[config.mk]
export PLATFORM = sky130hd
export DESIGN_NAME = periodic_slot_scheduler
export DESIGN_NICKNAME = d
export VERILOG_FILES = /design/src/design/pss_pkg.sv /design/src/design/periodic_slot_scheduler.sv /design/src/design/pss_div.sv
export SDC_FILE = /design/constraint.sdc
export NUM_CORES = 2
export LEC_CHECK = 0
export ABC_AREA = 1
export BUFFER_PORTS_ARGS = -buffer_cell sky130_fd_sc_hd__buf_4
export CAP_MARGIN = 20
export CORE_ASPECT_RATIO = 1.75
export CORE_MARGIN = 3
export CORE_UTILIZATION = 55
export DETAILED_ROUTE_END_ITERATION = 12
export MAX_ROUTING_LAYER = met4
export PLACE_DENSITY = 0.73
export RECOVER_POWER = 50
export SLEW_MARGIN = 25
export SYNTH_ARGS = -nofsm -noshare
export SYNTH_HDL_FRONTEND = slang
export SYNTH_SLANG_ARGS = --single-unit
[constraint.sdc]
create_clock -name clk -period 17.15 [get_ports clk]
set_input_delay 0.8575 -clock clk [delete_from_list [all_inputs] [get_ports clk]]
set_output_delay 0.8575 -clock clk [all_outputs]
set_load 0.005 [all_outputs]
[src/design/pss_pkg.sv]
package pss_pkg;

	localparam int SLOTS  = 16;
	localparam int SLOT_W = 4;
	localparam int TIME_W = 32;

	typedef enum logic [1:0] {
		ACT_SCAN   = 2'd0,
		ACT_RUNALL = 2'd1,
		ACT_SET    = 2'd2,
		ACT_READ   = 2'd3
	} action_t;

	typedef struct packed {
		logic start;
		logic [TIME_W-1:0] dividend;
		logic [TIME_W-1:0] divisor;
	} div_req_t;

	typedef struct packed {
		logic done;
		logic [TIME_W-1:0] quotient;
	} div_rsp_t;

	function automatic logic [TIME_W-1:0] sat_add(input logic [TIME_W-1:0] a,
			input logic [TIME_W-1:0] b);
		logic [TIME_W:0] s;
		s = {1'b0, a} + {1'b0, b};
		return s[TIME_W] ? {TIME_W{1'b1}} : s[TIME_W-1:0];
	endfunction

endpackage

[src/design/periodic_slot_scheduler.sv]
// periodic_slot_scheduler: table of 16 periodic task slots.
// Input items on s_axis: tuser carries the action (scan, run-all, set, read),
// tdata the times and slot settings. Results leave on m_axis; tlast marks the
// final result an input item causes. cfg_we/cfg_wdata load idle_wait.
// s_axis_tready is high only while the sequencer is idle: one item at a time.
// Set gives no result. Read gives one result. Run-all walks all 16 slots.
// Scan walks all 16 slots; a due slot with a nonzero period waits on the
// shared radix-2 divider, and each due slot uses the multiplier. The divider
// is the bound on throughput.
// Reset clears all slots to inactive with zero statistics and idle_wait to 1.
// A stall on m_axis holds the result in the output register; the sequencer
// waits until that register is free before writing the next result.
module periodic_slot_scheduler
	import pss_pkg::*;
(
	input  logic         clk,
	input  logic         arst_n,
	input  logic         s_axis_tvalid,
	output logic         s_axis_tready,
	// now, prior_wake, slot, active, period, first_run
	input  logic [135:0] s_axis_tdata,
	// action
	input  logic [1:0]   s_axis_tuser,
	output logic         m_axis_tvalid,
	input  logic         m_axis_tready,
	// task_slot, runs, overruns, prev_run, wake_time, wait_seconds
	output logic [167:0] m_axis_tdata,
	// task_valid
	output logic [0:0]   m_axis_tuser,
	output logic         m_axis_tlast,
	input  logic         cfg_we,
	input  logic [15:0]  cfg_wdata
);

	typedef enum logic [2:0] {
		S_IDLE, S_SLOT, S_DIV, S_MUL, S_UPD, S_RUNALL, S_SUM, S_READ
	} state_t;

	state_t            state_q;
	action_t           act_q;
	logic [SLOT_W-1:0] idx_q;
	logic [TIME_W-1:0] now_q, wake_q, missed_q, prod_q;
	logic [15:0]       idle_wait_q;

	logic [SLOTS-1:0]  active_q;
	logic [SLOTS-1:0]  wr_q;
	logic [TIME_W-1:0] period_q  [SLOTS];
	logic [TIME_W-1:0] next_q    [SLOTS];
	logic [TIME_W-1:0] runs_q    [SLOTS];
	logic [TIME_W-1:0] ovr_q     [SLOTS];
	logic [TIME_W-1:0] lastrun_q [SLOTS];

	logic              m_valid_q;
	logic [167:0]      m_data_q;
	logic              m_user_q;
	logic              m_last_q;

	div_req_t          dreq;
	div_rsp_t          drsp;

	logic [TIME_W-1:0] in_now, in_wake, in_period, in_first;
	logic [SLOT_W-1:0] in_slot;
	logic              in_active;
	logic              in_acc, out_free, idx_end, more_active, m_load;
	logic [TIME_W-1:0] cur_per, cur_next, cur_runs, cur_ovr, cur_lr;
	logic [TIME_W-1:0] new_runs, new_ovr, wait_val;

	assign in_now    = s_axis_tdata[31:0];
	assign in_wake   = s_axis_tdata[63:32];
	assign in_slot   = s_axis_tdata[67:64];
	assign in_active = s_axis_tdata[68];
	assign in_period = s_axis_tdata[100:69];
	assign in_first  = s_axis_tdata[132:101];

	assign s_axis_tready = (state_q == S_IDLE);
	assign in_acc        = s_axis_tvalid && s_axis_tready;
	assign out_free      = !m_valid_q || m_axis_tready;
	assign idx_end       = (idx_q == SLOT_W'(SLOTS - 1));
	assign m_load        = out_free && (state_q == S_UPD || state_q == S_RUNALL
		|| state_q == S_SUM || state_q == S_READ);

	always_comb begin
		cur_per  = period_q[idx_q];
		cur_next = next_q[idx_q];
		cur_runs = wr_q[idx_q] ? runs_q[idx_q] : '0;
		cur_ovr  = wr_q[idx_q] ? ovr_q[idx_q] : '0;
		cur_lr   = wr_q[idx_q] ? lastrun_q[idx_q] : '0;
		new_runs = sat_add(cur_runs, TIME_W'(1));
		new_ovr  = sat_add(cur_ovr, missed_q);
		more_active = 1'b0;
		for (int j = 0; j < SLOTS; j++) begin
			if (SLOT_W'(j) > idx_q && active_q[j])
				more_active = 1'b1;
		end
		if (wake_q == '0)
			wait_val = TIME_W'(idle_wait_q);
		else if (wake_q > now_q)
			wait_val = wake_q - now_q;
		else
			wait_val = '0;
	end

	assign dreq.start    = (state_q == S_SLOT) && (act_q == ACT_SCAN) && active_q[idx_q]
		&& (now_q >= cur_next) && (cur_per != '0);
	assign dreq.dividend = now_q - cur_next;
	assign dreq.divisor  = cur_per;

	pss_div u_div (
		.clk    (clk),
		.arst_n (arst_n),
		.req    (dreq),
		.rsp    (drsp)
	);

	always_ff @(posedge clk or negedge arst_n) begin
		if (!arst_n) begin
			state_q     <= S_IDLE;
			act_q       <= ACT_SCAN;
			idx_q       <= '0;
			active_q    <= '0;
			wr_q        <= '0;
			idle_wait_q <= 16'd1;
			m_valid_q   <= 1'b0;
		end else begin
			if (cfg_we)
				idle_wait_q <= cfg_wdata;
			if (m_load)
				m_valid_q <= 1'b1;
			else if (m_axis_tready)
				m_valid_q <= 1'b0;
			unique case (state_q)
				S_IDLE: begin
					if (in_acc) begin
						act_q <= action_t'(s_axis_tuser);
						unique case (action_t'(s_axis_tuser))
							ACT_SET: begin
								active_q[in_slot] <= in_active;
								wr_q[in_slot]     <= 1'b1;
							end
							ACT_READ: begin
								idx_q   <= in_slot;
								state_q <= S_READ;
							end
							default: begin
								idx_q   <= '0;
								state_q <= S_SLOT;
							end
						endcase
					end
				end
				S_SLOT: begin
					if (!active_q[idx_q]) begin
						idx_q <= idx_q + 1'b1;
						if (idx_end)
							state_q <= (act_q == ACT_SCAN) ? S_SUM : S_IDLE;
					end else if (act_q == ACT_RUNALL) begin
						state_q <= S_RUNALL;
					end else if (now_q < cur_next) begin
						idx_q <= idx_q + 1'b1;
						if (idx_end)
							state_q <= S_SUM;
					end else if (cur_per == '0) begin
						state_q <= S_MUL;
					end else begin
						state_q <= S_DIV;
					end
				end
				S_DIV: begin
					if (drsp.done)
						state_q <= S_MUL;
				end
				S_MUL: state_q <= S_UPD;
				S_UPD, S_RUNALL: begin
					if (out_free) begin
						wr_q[idx_q] <= 1'b1;
						idx_q       <= idx_q + 1'b1;
						if (idx_end)
							state_q <= (act_q == ACT_SCAN) ? S_SUM : S_IDLE;
						else
							state_q <= S_SLOT;
					end
				end
				S_SUM, S_READ: begin
					if (out_free)
						state_q <= S_IDLE;
				end
				default: state_q <= S_IDLE;
			endcase
		end
	end

	always_ff @(posedge clk) begin
		unique case (state_q)
			S_IDLE: begin
				now_q  <= in_now;
				wake_q <= in_wake;
				if (in_acc && action_t'(s_axis_tuser) == ACT_SET) begin
					period_q[in_slot]  <= in_period;
					next_q[in_slot]    <= in_first;
					runs_q[in_slot]    <= '0;
					ovr_q[in_slot]     <= '0;
					lastrun_q[in_slot] <= '0;
				end
			end
			S_SLOT: begin
				if (active_q[idx_q] && act_q == ACT_SCAN) begin
					if (wake_q == '0 || cur_next < wake_q)
						wake_q <= cur_next;
				end
				missed_q <= '0;
			end
			S_DIV: missed_q <= drsp.quotient;
			S_MUL: prod_q <= TIME_W'((missed_q + TIME_W'(1)) * cur_per);
			S_UPD: begin
				if (out_free) begin
					runs_q[idx_q]    <= new_runs;
					ovr_q[idx_q]     <= new_ovr;
					lastrun_q[idx_q] <= now_q;
					next_q[idx_q]    <= cur_next + prod_q;
					m_data_q <= {4'd0, 64'd0, now_q, new_ovr, new_runs, idx_q};
					m_user_q <= 1'b1;
					m_last_q <= 1'b0;
				end
			end
			S_RUNALL: begin
				if (out_free) begin
					runs_q[idx_q]    <= new_runs;
					ovr_q[idx_q]     <= cur_ovr;
					lastrun_q[idx_q] <= now_q;
					m_data_q <= {4'd0, 64'd0, now_q, cur_ovr, new_runs, idx_q};
					m_user_q <= 1'b1;
					m_last_q <= !more_active;
				end
			end
			S_SUM: begin
				if (out_free) begin
					m_data_q <= {4'd0, wait_val, wake_q, 96'd0, SLOT_W'(0)};
					m_user_q <= 1'b0;
					m_last_q <= 1'b1;
				end
			end
			S_READ: begin
				if (out_free) begin
					m_data_q <= {4'd0, 64'd0, cur_lr, cur_ovr, cur_runs, idx_q};
					m_user_q <= 1'b1;
					m_last_q <= 1'b1;
				end
			end
			default: ;
		endcase
	end

	assign m_axis_tvalid   = m_valid_q;
	assign m_axis_tdata    = m_data_q;
	assign m_axis_tuser[0] = m_user_q;
	assign m_axis_tlast    = m_last_q;

endmodule

[src/design/pss_div.sv]
module pss_div
	import pss_pkg::*;
(
	input  logic     clk,
	input  logic     arst_n,
	input  div_req_t req,
	output div_rsp_t rsp
);

	localparam int CNT_W = $clog2(TIME_W + 1);

	logic [TIME_W-1:0] rem_q;
	logic [TIME_W-1:0] quo_q;
	logic [TIME_W-1:0] dsr_q;
	logic [CNT_W-1:0]  cnt_q;
	logic              busy_q;
	logic              done_q;

	logic [TIME_W:0]   rem_sh;
	logic [TIME_W:0]   diff;
	logic              ge;

	always_comb begin
		rem_sh = {rem_q, quo_q[TIME_W-1]};
		diff   = rem_sh - {1'b0, dsr_q};
		ge     = !diff[TIME_W];
	end

	always_ff @(posedge clk or negedge arst_n) begin
		if (!arst_n) begin
			busy_q <= 1'b0;
			done_q <= 1'b0;
			cnt_q  <= '0;
		end else if (req.start) begin
			busy_q <= 1'b1;
			done_q <= 1'b0;
			cnt_q  <= '0;
		end else if (busy_q) begin
			cnt_q <= cnt_q + 1'b1;
			if (cnt_q == CNT_W'(TIME_W - 1)) begin
				busy_q <= 1'b0;
				done_q <= 1'b1;
			end
		end
	end

	always_ff @(posedge clk) begin
		if (req.start) begin
			rem_q <= '0;
			quo_q <= req.dividend;
			dsr_q <= req.divisor;
		end else if (busy_q) begin
			rem_q <= ge ? diff[TIME_W-1:0] : rem_sh[TIME_W-1:0];
			quo_q <= {quo_q[TIME_W-2:0], ge};
		end
	end

	assign rsp.done     = done_q;
	assign rsp.quotient = quo_q;

endmodule
==> flow_summary_export.csv <==
group,metric,value,unit
finish,syn_to_final_growth,10.1,%
timing,timing.hold.ws,0.167,ns
logic_synthesis,yosysSeqAreaShare,61.3,%
routing,finalWirelength,460,mm
finish,fin_nets,14600,
logic_synthesis,synth-simple-area-share,14.1,%
timing,clock-skew-final,0.0785,ns
grt,grt_remaining_overflow,0,
worst_setup_path,crit-reg2reg-launch,"idx_q[3]",
logic_synthesis,muxShareOfSynthArea,0.0307,%
timing,final_hold_viol_count,0,
placement,portBuffers,323,
timing,timing.max_slew.rel_slack,-532,%
placement,hpwlAfterDp,288,mm
logic_synthesis,synthesis.area_per_instance,10.8,µm²
cts,cts_made_buffers,280,
logic_synthesis,yosys.area_share.adder,8.37,%
logic_synthesis,synth.ff_latch_count,3016,
logic_synthesis,synth-compound-area-share,9.74,%
timing,grt_setup_unrepaired,"false",
floorplanning,top_level_ports,331,
worst_setup_path,critical_path.most_common_cell,"sky130_fd_sc_hd__fa_1",
placement,gp_congestion,1.01,
cts,cts.clk_slew.worst_paths,0.07,ns
worst_setup_path,cp_data_arrival_time,14.67,ns
logic_synthesis,postSynth.asyncResetShare,2.19,%
timing,fin_crit,14.05,ns
status,outcome,"complete, but fails checks",
worst_setup_path,endpoint,"prod_q[28]",
routing,route.vias.total,107000,
grt,global_route_usage_over_all_layers,34.2,%
logic_synthesis,netlist_area,147000,µm²
cts,clk_latency,0.89,ns
worst_setup_path,cp_slowest_stage_delay,2.47,ns
timing,final_min_period_over_clock_period,81.9,%
cts,tritoncts_clock_tree,"yes",
floorplanning,chipWidth,396,µm
logic_synthesis,synthXorXnorAreaFrac,1.05,%
worst_setup_path,critical-path-slowest-cell,"sky130_fd_sc_hd__clkbuf_1",
floorplanning,die_area,273000,µm²
worst_setup_path,rrSetupSlack,3.10,ns
grt,grt_antenna_before_repair,37,
floorplanning,initial_core_util,55.3,%
logic_synthesis,ys_warn_count,0,
finish,layout_common_cells,"sky130_fd_sc_hd__edfxtp_1 (2,918), sky130_fd_sc_hd__nor2_1 (2,459), sky130_fd_sc_hd__nand2_1 (2,003)",
timing,worst-slew-pin-transition,9.48,ns
timing,max_freq,0.0712,GHz
logic_synthesis,edff_count_synth,2918,
timing,report.final.setup_viol,0,
grt,first_global_vias,104000,
grt,grt_max_degree,183,
worst_setup_path,worst_setup_path_start_kind,"register",
worst_setup_path,worst_ep_required_time,17.77,ns
status,failed_checks,"max-capacitance violations, max-slew violations",
cts,clock_path_buffers,4,
cts,cts_sinks,3016,
routing,wire_per_inst,26.3,µm
logic_synthesis,yosys_most_used_dff,"sky130_fd_sc_hd__edfxtp_1",
flow_run,maxCapViolCount,73,
finish,register_area,89900,µm²
worst_setup_path,r2r.worst_path.cells,31,
grt,wire_length_of_the_first_global_routing_pass,665,mm
routing,detail_route.vias_per_cell,6.10,
worst_setup_path,crit_fanout,43,
logic_synthesis,netlist-cell-type-count,70,
worst_setup_path,worstReg2RegEnd,"prod_q[28]",
timing,report.final.slew_viol_count,2555,
routing,detail_route.iter0.violations,11800,
floorplanning,placement_rows,250,
min_path,timing.hold.worst.start,"s_axis_tdata[31]",
logic_synthesis,synthesis.instances,13500,
logic_synthesis,combinational_family_with_the_most_area_after_synthesis,"simple AND/OR/NAND/NOR gates",
min_path,hold_path.class,"in -> reg",
routing,route.antenna.remaining_nets,0,
finish,nFillCells,20800,
worst_setup_path,crit_path_end_kind,"register",
finish,multi_input_combinational_cell_area,49300,µm²
floorplanning,die_h,689,µm
finish,mostFrequentLayoutCell,"sky130_fd_sc_hd__edfxtp_1",
timing,final_layout_setup_total_negative_slack,0,ns
finish,drive_gt1_share,7.13,%
worst_setup_path,worstSetupStartpoint,"idx_q[3]",
floorplanning,core_region_area,265000,µm²
cts,cts_htree_levels,5,
worst_setup_path,critical_path_class,"reg -> reg",
cts,clk_root_buffer_cell,"sky130_fd_sc_hd__clkbuf_16",
routing,number_of_detailed_route_iterations_in_the_first_pass,6,
routing,remaining_drc_errors,0,
-- what timing repair did --
| action | 4_1_cts | 5_1_grt |
|---|---|---|
| buffers inserted | 0 | 0 |
| endpoints found under the hold margin | 21 | 0 |
| hold buffers | 1 | 0 |
| resized for setup | 0 | 0 |
-- synth_stat cells (all sizes together), types with 51 or more instances --
| master | n | share of area (%) |
|---|---|---|
| o22ai | 240 | 1.0 |
| buf | 354 | 1.4 |
| o21ai | 1458 | 5.0 |
| nor3 | 245 | 0.84 |
| inv | 1192 | 3.1 |
| nor2 | 2517 | 6.5 |
| o221ai | 84 | 0.50 |
| fa | 413 | 5.6 |
| xnor2 | 78 | 0.47 |
| o2111ai | 130 | 0.78 |
| dfrtp | 65 | 1.1 |
| edfxtp | 2918 | 60 |
| o211ai | 51 | 0.26 |
| nand2 | 2013 | 5.2 |
| nand3 | 261 | 0.90 |
| clkbuf | 320 | 0.82 |
| a21oi | 381 | 1.3 |
| nand4 | 77 | 0.33 |
| xor2 | 92 | 0.55 |
| ha | 320 | 2.7 |
-- cells by family after synthesis --
kind of cell,Yosys count
and+or+nand+nor,5203
DFF,3016
AOI/OAI and AO/OA,2507
buffers and inverters,1891
adders and majority gates,733
xor gates and xnor gates,172
muxes,4
other,1
-- worst max-delay path: cells and delay by family (launching register included) --
family,cells,cell delay (ns)
flip-flops,1,0.65
AND/OR/NAND/NOR,7,0.78
AO/OA/AOI/OAI,7,1.85
adder cells (fa/ha/maj),9,3.84
buffers and inverters,8,6.53
-- state kept, by name, summed over array words and instances, names as in the netlist, 4 cells and up --
signal and count:
next_q 512, runs_q 512, u_div.rem_q 32, ovr_q 512
active_q 16, m_axis_tdata 164, missed_q 32, idx_q 4
u_div.dsr_q 32, u_div.quo_q 32, wr_q 16, period_q 512
lastrun_q 512, idle_wait_q 16, wake_q 32, prod_q 32
u_div.cnt_q 6, now_q 32
-- metrics by stage --
| stage | cells | instance area [µm²] | setup WS (ns) | utilization (%) |
|---|---|---|---|---|
| final | 17500 | 161000 | 3.10 | 60.9 |
| after detailed placement | 16900 | 153000 | 6.27 | 57.6 |
| after global routing | 17500 | 161000 | 3.01 | 60.9 |
| after global placement | 16900 | 152000 | 6.32 | 57.5 |
| after floorplan | 13500 | 147000 | 2.27 | - |
| after CTS | 17400 | 162000 | 6.22 | 61.1 |
-- how the worst min path moves through the flow --
stage | slack, ns | cells after the start | to
final | 0.17 | 1 | now_q[31]
after CTS | 0.09 | 1 | now_q[31]
after global placement | 0.43 | 2 | wr_q[4]
after global routing | 0.15 | 1 | now_q[31]
after floorplan | 0.42 | 2 | wr_q[12]
after detailed placement | 0.44 | 2 | wr_q[3]
-- final cells by class --
type / instances / area share (%)
flip-flops and latches: 3016 / 55.7
clock inverters: 168 / 1.15
inverters: 1217 / 2.85
multi-input cells: 8623 / 30.5
diodes: 39 / 0.0605
well taps: 3528 / 2.74
repair buffers: 554 / 2.34
clock buffers: 328 / 4.60
-- layer usage --
layer / share of wire [%] / track usage [%]
met1: 34 / 39.2
met4: 8.3 / 24.0
met3: 9.9 / 6.28
met2: 48 / 54.5
met5: 0 / -
Power is left out: the tool's default activity adds up to more than one toggle a clock period on the data nets, which glitch-free logic cannot reach.
